===== config.mk =====
export PLATFORM = sky130hd
export DESIGN_NAME = particle_sensor_frame_parser_core
export DESIGN_NICKNAME = d
export VERILOG_FILES = /design/src/rtl/psfp_pkg.sv /design/src/rtl/psfp_front.sv /design/src/rtl/psfp_queue.sv /design/src/rtl/psfp_back.sv /design/src/rtl/particle_sensor_frame_parser_core.sv
export SDC_FILE = /design/constraint.sdc
export NUM_CORES = 1
export LEC_CHECK = 0
export BUFFER_PORTS_ARGS = -buffer_cell sky130_fd_sc_hd__clkbuf_2
export CAP_MARGIN = 10
export CORE_MARGIN = 2
export CORE_UTILIZATION = 45
export DETAILED_ROUTE_END_ITERATION = 7
export PLACE_DENSITY_LB_ADDON = 0.1
export RECOVER_POWER = 25
export SLEW_MARGIN = 20
export SYNTH_ARGS = -nofsm -noshare
export SYNTH_HDL_FRONTEND = slang
export SYNTH_SLANG_ARGS = --single-unit

===== constraint.sdc =====
create_clock -name clk -period 11.5 [get_ports clk]
set_input_delay 1.725 -clock clk [delete_from_list [all_inputs] [get_ports clk]]
set_output_delay 1.725 -clock clk [all_outputs]
set_load 0.02 [all_outputs]

===== src/rtl/psfp_pkg.sv =====
// shared types and constants for the particle sensor frame parser
`default_nettype none

package psfp_pkg;

  // frame layout
  localparam int unsigned FRAME_BYTES = 32;
  localparam int unsigned POS_W       = $clog2(FRAME_BYTES);
  localparam logic [POS_W-1:0] POS_HDR_END  = POS_W'(3);
  localparam logic [POS_W-1:0] POS_VAL_FIRST = POS_W'(10);
  localparam logic [POS_W-1:0] POS_VAL_LAST  = POS_W'(15);
  localparam logic [POS_W-1:0] POS_SUM_HI    = POS_W'(30);
  localparam logic [POS_W-1:0] POS_LAST      = POS_W'(FRAME_BYTES - 1);

  // expected header bytes
  localparam logic [7:0] HDR_B0 = 8'h42;
  localparam logic [7:0] HDR_B1 = 8'h4D;
  localparam logic [7:0] HDR_B2 = 8'h00;
  localparam logic [7:0] HDR_B3 = 8'h1C;

  // configuration reset value
  localparam logic [15:0] CEILING_RESET = 16'd999;

  // default depth of the event queue between front and back
  localparam int unsigned PSFP_QUEUE_DEPTH = 4;

  // result status codes
  localparam logic [1:0] ST_NORMAL  = 2'd0;
  localparam logic [1:0] ST_CLAMPED = 2'd1;
  localparam logic [1:0] ST_ERROR   = 2'd2;

  // input transaction
  typedef struct packed {
    logic [7:0] data_byte;
    logic       first_byte;
  } psfp_in_t;

  // result transaction
  typedef struct packed {
    logic [15:0] pm1_value;
    logic [15:0] pm25_value;
    logic [15:0] pm10_value;
    logic [1:0]  status;
    logic        values_updated;
  } psfp_out_t;

  // classified frame event from front to back
  typedef struct packed {
    logic        bad;
    logic [47:0] values;
  } psfp_evt_t;

endpackage

`default_nettype wire


===== src/rtl/psfp_front.sv =====
// byte classifier: frame position, header check, checksum and value capture
`default_nettype none

module psfp_front
  import psfp_pkg::*;
(
  input  wire logic      clk,
  input  wire logic      rst_n,
  input  wire logic      in_valid,
  output logic           in_stall,
  input  wire psfp_in_t  in_data,
  input  wire logic      q_full,
  output logic           evt_push,
  output psfp_evt_t      evt_data
);

  logic [POS_W-1:0] pos_r, pos_nxt, pos_eff;
  logic             hunt_r, hunt_nxt, hunt_eff;
  logic [15:0]      sum_r, sum_nxt, sum_eff;
  logic [47:0]      pend_r, pend_nxt, pend_eff;
  logic [7:0]       hold_r, hold_nxt;
  logic             acc;
  logic             bad;
  logic [7:0]       b;

  // only stall when the event queue cannot take a result
  assign in_stall = q_full;
  assign acc      = in_valid && !q_full;
  assign b        = in_data.data_byte;

  // frame start clears the frame state before this byte is handled
  always_comb begin
    pos_eff  = in_data.first_byte ? '0 : pos_r;
    hunt_eff = in_data.first_byte ? 1'b0 : hunt_r;
    sum_eff  = in_data.first_byte ? '0 : sum_r;
    pend_eff = in_data.first_byte ? '0 : pend_r;
  end

  // header byte check
  always_comb begin
    bad = 1'b0;
    if (pos_eff <= POS_HDR_END) begin
      case (pos_eff[1:0])
        2'd0:    bad = (b != HDR_B0);
        2'd1:    bad = (b != HDR_B1);
        2'd2:    bad = (b != HDR_B2);
        2'd3:    bad = (b != HDR_B3);
        default: bad = 1'b0;
      endcase
    end
  end

  // next frame state and event generation
  always_comb begin
    pos_nxt  = pos_r;
    hunt_nxt = hunt_r;
    sum_nxt  = sum_r;
    pend_nxt = pend_r;
    hold_nxt = hold_r;
    evt_push = 1'b0;
    evt_data = '0;
    if (acc) begin
      pos_nxt  = pos_eff;
      hunt_nxt = hunt_eff;
      sum_nxt  = sum_eff;
      pend_nxt = pend_eff;
      if (!hunt_eff) begin
        if (bad) begin
          hunt_nxt     = 1'b1;
          pos_nxt      = '0;
          evt_push     = 1'b1;
          evt_data.bad = 1'b1;
        end else begin
          if (pos_eff < POS_SUM_HI) begin
            sum_nxt = sum_eff + {8'd0, b};
          end
          if (pos_eff inside {[POS_VAL_FIRST:POS_VAL_LAST]}) begin
            pend_nxt = {pend_eff[39:0], b};
          end
          if (pos_eff == POS_SUM_HI) begin
            hold_nxt = b;
          end
          if (pos_eff != POS_LAST) begin
            pos_nxt = pos_eff + POS_W'(1);
          end else begin
            // last byte: compare checksum and hand the frame to the back
            hunt_nxt        = 1'b1;
            pos_nxt         = '0;
            evt_push        = 1'b1;
            evt_data.values = pend_eff;
            evt_data.bad    = !((hold_r == sum_eff[15:8]) && (b == sum_eff[7:0]));
          end
        end
      end
    end
  end

  // frame state registers
  always_ff @(posedge clk) begin
    if (!rst_n) begin
      pos_r  <= '0;
      hunt_r <= 1'b1;
      sum_r  <= '0;
      pend_r <= '0;
      hold_r <= '0;
    end else begin
      pos_r  <= pos_nxt;
      hunt_r <= hunt_nxt;
      sum_r  <= sum_nxt;
      pend_r <= pend_nxt;
      hold_r <= hold_nxt;
    end
  end

endmodule

`default_nettype wire


===== src/rtl/psfp_queue.sv =====
// short event queue between the byte classifier and the result stage
`default_nettype none

module psfp_queue
  import psfp_pkg::*;
#(
  parameter int unsigned DEPTH = PSFP_QUEUE_DEPTH
) (
  input  wire logic      clk,
  input  wire logic      rst_n,
  input  wire logic      push,
  input  wire psfp_evt_t push_data,
  output logic           full,
  input  wire logic      pop,
  output logic           not_empty,
  output psfp_evt_t      head
);

  localparam int unsigned PTR_W = (DEPTH > 1) ? $clog2(DEPTH) : 1;
  localparam int unsigned CNT_W = $clog2(DEPTH + 1);
  localparam logic [PTR_W-1:0] PTR_LAST = PTR_W'(DEPTH - 1);
  localparam logic [CNT_W-1:0] CNT_FULL = CNT_W'(DEPTH);

  psfp_evt_t        mem [DEPTH];
  logic [PTR_W-1:0] wr_ptr_r, rd_ptr_r;
  logic [CNT_W-1:0] cnt_r, cnt_nxt;
  logic             do_push, do_pop;

  assign full      = (cnt_r == CNT_FULL);
  assign not_empty = (cnt_r != '0);
  assign do_push   = push && !full;
  assign do_pop    = pop && not_empty;
  assign head      = mem[rd_ptr_r];

  // occupancy
  always_comb begin
    cnt_nxt = cnt_r;
    if (do_push && !do_pop) begin
      cnt_nxt = cnt_r + CNT_W'(1);
    end else if (do_pop && !do_push) begin
      cnt_nxt = cnt_r - CNT_W'(1);
    end
  end

  // storage
  always_ff @(posedge clk) begin
    if (do_push) begin
      mem[wr_ptr_r] <= push_data;
    end
  end

  // pointers and count
  always_ff @(posedge clk) begin
    if (!rst_n) begin
      wr_ptr_r <= '0;
      rd_ptr_r <= '0;
      cnt_r    <= '0;
    end else begin
      cnt_r <= cnt_nxt;
      if (do_push) begin
        wr_ptr_r <= (wr_ptr_r == PTR_LAST) ? '0 : wr_ptr_r + PTR_W'(1);
      end
      if (do_pop) begin
        rd_ptr_r <= (rd_ptr_r == PTR_LAST) ? '0 : rd_ptr_r + PTR_W'(1);
      end
    end
  end

endmodule

`default_nettype wire


===== src/rtl/psfp_back.sv =====
// result stage: clamping, stored values, ceiling register and output register
`default_nettype none

module psfp_back
  import psfp_pkg::*;
(
  input  wire logic   clk,
  input  wire logic   rst_n,
  input  wire logic   cfg_valid,
  output logic        cfg_ready,
  input  wire logic [15:0] cfg_data,
  input  wire logic   q_not_empty,
  input  wire psfp_evt_t q_head,
  output logic        q_pop,
  output logic        out_valid,
  input  wire logic   out_stall,
  output psfp_out_t   out_data
);

  logic [15:0] ceil_r;
  logic [15:0] pm1_r, pm25_r, pm10_r;
  logic [15:0] pm1_c, pm25_c, pm10_c;
  logic        clp1, clp25, clp10;
  logic        out_valid_r;
  psfp_out_t   out_data_r, out_data_nxt;

  // clamp to ceiling, then raise zero to one
  function automatic logic [16:0] clamp_val(input logic [15:0] v, input logic [15:0] ceil);
    logic [15:0] r;
    logic        c;
    begin
      r = v;
      c = 1'b0;
      if (v > ceil) begin
        r = ceil;
        c = 1'b1;
      end
      if (r == '0) begin
        r = 16'd1;
      end
      return {c, r};
    end
  endfunction

  assign cfg_ready = 1'b1;
  assign q_pop     = q_not_empty && (!out_valid_r || !out_stall);
  assign out_valid = out_valid_r;
  assign out_data  = out_data_r;

  assign {clp1,  pm1_c}  = clamp_val(q_head.values[47:32], ceil_r);
  assign {clp25, pm25_c} = clamp_val(q_head.values[31:16], ceil_r);
  assign {clp10, pm10_c} = clamp_val(q_head.values[15:0],  ceil_r);

  // build the result for the event at the queue head
  always_comb begin
    out_data_nxt.pm1_value      = pm1_r;
    out_data_nxt.pm25_value     = pm25_r;
    out_data_nxt.pm10_value     = pm10_r;
    out_data_nxt.status         = ST_ERROR;
    out_data_nxt.values_updated = 1'b0;
    if (!q_head.bad) begin
      out_data_nxt.pm1_value      = pm1_c;
      out_data_nxt.pm25_value     = pm25_c;
      out_data_nxt.pm10_value     = pm10_c;
      out_data_nxt.status         = (clp1 || clp25 || clp10) ? ST_CLAMPED : ST_NORMAL;
      out_data_nxt.values_updated = 1'b1;
    end
  end

  // result payload
  always_ff @(posedge clk) begin
    if (q_pop) begin
      out_data_r <= out_data_nxt;
    end
  end

  // ceiling, stored values and output valid
  always_ff @(posedge clk) begin
    if (!rst_n) begin
      ceil_r      <= CEILING_RESET;
      pm1_r       <= 16'd1;
      pm25_r      <= 16'd1;
      pm10_r      <= 16'd1;
      out_valid_r <= 1'b0;
    end else begin
      if (cfg_valid) begin
        ceil_r <= cfg_data;
      end
      if (q_pop) begin
        out_valid_r <= 1'b1;
        if (!q_head.bad) begin
          pm1_r  <= pm1_c;
          pm25_r <= pm25_c;
          pm10_r <= pm10_c;
        end
      end else if (!out_stall) begin
        out_valid_r <= 1'b0;
      end
    end
  end

endmodule

`default_nettype wire


===== src/rtl/particle_sensor_frame_parser_core.sv =====
// top level of the particle sensor frame parser
//
// Input channel in_valid/in_stall/in_data carries one received byte per
// transaction; in_data.first_byte marks the first byte after a line idle gap.
// Output channel out_valid/out_stall/out_data carries one result after the
// last byte of a frame (values and clamp status, or checksum error) or at the
// first wrong header byte (error status, stored values unchanged).
// Configuration channel cfg_valid/cfg_ready/cfg_data writes the 16-bit value
// ceiling; cfg_ready is always high. Write it only while the block is idle.
// Throughput: one byte per cycle while in_stall is low. The classifier pushes
// the event of a frame-ending byte into the queue when the byte is accepted; the
// result stage pops it, in order, into the output register when that is free.
// When the receiver stalls, the result holds in the output register and
// further frame events collect in the event queue (QUEUE_DEPTH entries);
// in_stall rises only once that queue is full.
// Reset (rst_n low, synchronous) empties the queue, sets the ceiling to 999,
// the stored values to 1 and makes the parser wait for a frame start.
`default_nettype none

module particle_sensor_frame_parser_core
  import psfp_pkg::*;
#(
  parameter int unsigned QUEUE_DEPTH = PSFP_QUEUE_DEPTH
) (
  input  wire logic        clk,
  input  wire logic        rst_n,
  input  wire logic        in_valid,
  output logic             in_stall,
  input  wire psfp_in_t    in_data,
  output logic             out_valid,
  input  wire logic        out_stall,
  output psfp_out_t        out_data,
  input  wire logic        cfg_valid,
  output logic             cfg_ready,
  input  wire logic [15:0] cfg_data
);

  logic      evt_push;
  psfp_evt_t evt_data;
  logic      q_full, q_not_empty, q_pop;
  psfp_evt_t q_head;

  // byte classifier
  psfp_front u_front (
    .clk      (clk),
    .rst_n    (rst_n),
    .in_valid (in_valid),
    .in_stall (in_stall),
    .in_data  (in_data),
    .q_full   (q_full),
    .evt_push (evt_push),
    .evt_data (evt_data)
  );

  // event queue
  psfp_queue #(
    .DEPTH (QUEUE_DEPTH)
  ) u_queue (
    .clk       (clk),
    .rst_n     (rst_n),
    .push      (evt_push),
    .push_data (evt_data),
    .full      (q_full),
    .pop       (q_pop),
    .not_empty (q_not_empty),
    .head      (q_head)
  );

  // result stage
  psfp_back u_back (
    .clk         (clk),
    .rst_n       (rst_n),
    .cfg_valid   (cfg_valid),
    .cfg_ready   (cfg_ready),
    .cfg_data    (cfg_data),
    .q_not_empty (q_not_empty),
    .q_head      (q_head),
    .q_pop       (q_pop),
    .out_valid   (out_valid),
    .out_stall   (out_stall),
    .out_data    (out_data)
  );

endmodule

`default_nettype wire


==> impl_metrics.env <==
export IMPL_clkPwrFrac_pct=29.9
export IMPL_synthAdderAreaFrac_pct=5.107
export IMPL_antenna_found_initial=0
export IMPL_synth_edff_count=247
export IMPL_synth_top_family_by_area="compound AO/OA/AOI/OAI gates"
export IMPL_area_delta_synth_final_pct=13.03
export IMPL_syn_nets=1488
export IMPL_dr_first_iter_drc_count=727
export IMPL_first_pass_iters=7
export IMPL_vias=11150
export IMPL_grt_start_max_net_pins=94
export IMPL_pre_cts_slack_ps=6326
export IMPL_yosys_area_top_type="edfxtp_1"
export IMPL_async_reset_ff_share_pct=0
export IMPL_grt_pass1_vias=10950
export IMPL_tns_ps=0
export IMPL_intPower_w=0.003160
export IMPL_p_leak_nw=7.225
export IMPL_clock_sinks=399
export IMPL_cts_tree="done"
export IMPL_dp_hpwl_mm=27.52
export IMPL_ir_worst_vdd_v=0.0001419
export IMPL_total_power_w=0.004732
export IMPL_yosysSeqAreaShare_pct=59.97
export IMPL_critPathLaunchType="input port"
export IMPL_die_w_um=200.9
export IMPL_cts_buffers_inserted=44
export IMPL_violations="max-capacitance violations, max-slew violations"
export IMPL_netlist_instances=1388
export IMPL_switchingPower_w=0.001572
export IMPL_wire_per_inst_um=20.60
export IMPL_gp_congestion=0.9110
export IMPL_portBuffers=82
export IMPL_yosys_top_cells_area="edfxtp_1 (43%), dfxtp_1 (17%), mux4_2 (6.2%)"
export IMPL_design_area_sq_um=19720
export IMPL_routed_via_density=5.558
export IMPL_share_comb_of_total_power_pct=29.4
export IMPL_post_route_util_pct=51.26
export IMPL_finalCritPeriodShare_pct=59.55
export IMPL_syn_area_per_cell_sq_um=12.57
export IMPL_critPathKind="input port to register"
export IMPL_core_sq_um=38470
export IMPL_synth_simple_area_share_pct=10.21
export IMPL_power_share_sequential_pct=40.7
export IMPL_power_density_nw_per_um2=240.0
export IMPL_yosysTopAreaCellShare_pct=42.52
export IMPL_worst_slack_ps=4652
export IMPL_die_y_um=200.9
export IMPL_cts_repair_resized=0
export IMPL_ys_flop_type="edfxtp_1"
export IMPL_fin_skew_ps=16.85
export IMPL_switching_share_pct=33.23
export IMPL_num_rows=72
export IMPL_cts_setup_buffers=0
export IMPL_wirelength_mm=41.34
export IMPL_globalRouteOverflowTotal=0
export IMPL_yosysUniqueCellTypes=66
export IMPL_grt_pass1_wl_mm=64.54
export IMPL_ys_top_cells_by_count="edfxtp_1 (247), dfxtp_1 (152), o21ai_0 (105)"
export IMPL_post_dp_cell_area_sq_um=18310
export IMPL_synth_ff_latch_count=399
export IMPL_muxShareOfSynthArea_pct=10.24
export IMPL_clkTransAtPathRegs_ps=60
export IMPL_setup_violations=0
export IMPL_drtAntennaViolNets=0
export IMPL_clk_latency_ps=570
export IMPL_max_cap_violations=6
export IMPL_synth_compound_area_share_pct=11.15
export IMPL_layout_drive_gt1_share_pct=11.62
export IMPL_slew_viol_final=310
export IMPL_required_ps=11930
export IMPL_yosys_warnings=0
export IMPL_ios=84
export IMPL_cts_hold_buf=0
export IMPL_rsz0062_at_grt="false"
export IMPL_hp_class="register to register"
export IMPL_antennaDiodeCount=0
export IMPL_worstMarginPinSlew_ps=3231
export IMPL_clock_path_buffers=3
export IMPL_slew_headroom_pct=-115.4
export IMPL_final_nets=1554
export IMPL_fmax_mhz=146.0
export IMPL_dieArea_sq_um=40350
export IMPL_hold_viol=0
export IMPL_crit_fanout=65
export IMPL_netlist_area_sq_um=17440
export IMPL_setup_worst_path_end_class="register"
export IMPL_finalCriticalPeriod_ps=6848
export IMPL_synthXorXnorAreaFrac_pct=0.6528
export IMPL_start_util_pct=45.35
export IMPL_post_route_drc_count=0
export IMPL_htreeDepth=2
export IMPL_track_usage_pct=20.63
export IMPL_status="finished, violations left"
export IMPL_clk_root_buffer_cell="clkbuf_16"
export IMPL_synth_most_common_cell="edfxtp_1"
export IMPL_crit_arrival_ps=7280
[layout by cell type (no fill, tap or decap), types with 27 or more instances in the layout]
cell type / n
a21oi_1: 93
edfxtp_1: 247
a22oi_1: 47
inv_1: 31
dfxtp_1: 150
mux4_2: 48
mux2i_1: 66
ha_1: 68
and2_1: 47
nand2_1: 88
nor2_1: 100
clkbuf_2: 27
clkbuf_16: 48
o21ai_0: 106
clkbuf_1: 74
[logic make-up after synthesis]
family / after synthesis
buffers and inverters: 112
other: 1
xor gates and xnor gates: 13
muxes: 118
AOI/OAI and AO/OA: 318
adders and majority gates: 70
and+or+nand+nor: 357
DFF: 399
[cell type report]
cell class	count	area [sq um]
Timing Repair Buffer	100	474.2
Clock buffer	65	1305
Sequential cell	399	10470
Fill cell	3376	18750
Multi-Input combinational cell	877	6540
Tap cell	518	648.1
Inverter	32	120.1
Clock inverter	16	163.9
[layer usage]
layer | up-vias | part of all wire, % | GRT usage, % | routed length (um)
met4 | 0 | 3.9 | 8.862 | 1611
li1 | 5372 | - | - | -
met1 | 5478 | 46 | 27.93 | 19020
met3 | 93 | 2.9 | 3.036 | 1210
met2 | 211 | 47 | 33.27 | 19510
met5 | - | 0 | 0 | 0
[power by group through the flow]
stage	combinational, W	sequential [W]	clock (W)
2_1_floorplan	0.000921	0.00204	0
3_3_place_gp	0.00140	0.00195	0
3_5_place_dp	0.00141	0.00195	0
4_1_cts	0.00142	0.00192	0.00145
5_1_grt	0.00154	0.00196	0.00151
6_report	0.00139	0.00193	0.00142
[registers in the layout, summed over array words and instances (netlist names), 5 cells and up, named ones only]
signal           flops
u_back.out_data     51
u_front.pos_r        5
u_back.ceil_r       16
u_back.pm25_r       16
u_front.hold_r       8
u_front.pend_r      48
u_queue.mem        196
u_front.sum_r       16
u_back.pm1_r        16
u_back.pm10_r       16
[per-stage QoR]
stage / hold WS (ps) / std cells
2_1_floorplan: 434.2 / 1388
5_1_grt: 485.6 / 2007
3_3_place_gp: 442.1 / 1925
4_1_cts: 463.6 / 2006
6_report: 459.2 / 2007
3_5_place_dp: 449.9 / 1925
[worst max-delay path, stage by stage]
cell      delay (ps)
clkbuf_2          80
clkbuf_1        2090
inv_1           1760
clkbuf_1        1080
a21oi_1          390
o31ai_1          110
[path summary, 6_finish.rpt]
path                                 start                            end  slack [ps]  cells past startpoint
min          u_front.sum_r[0]$_SDFFE_PN0P_  u_front.sum_r[0]$_SDFFE_PN0P_         460                      1
max                                  rst_n  u_back.pm25_r[0]$_SDFFE_PN1P_        4650                      6
max reg2reg                       register   u_back.out_data[6]$_DFFE_PP_        5430                      9
min reg2reg  u_front.sum_r[0]$_SDFFE_PN0P_  u_front.sum_r[0]$_SDFFE_PN0P_         460                      1
(Power assumes the default switching activity.)
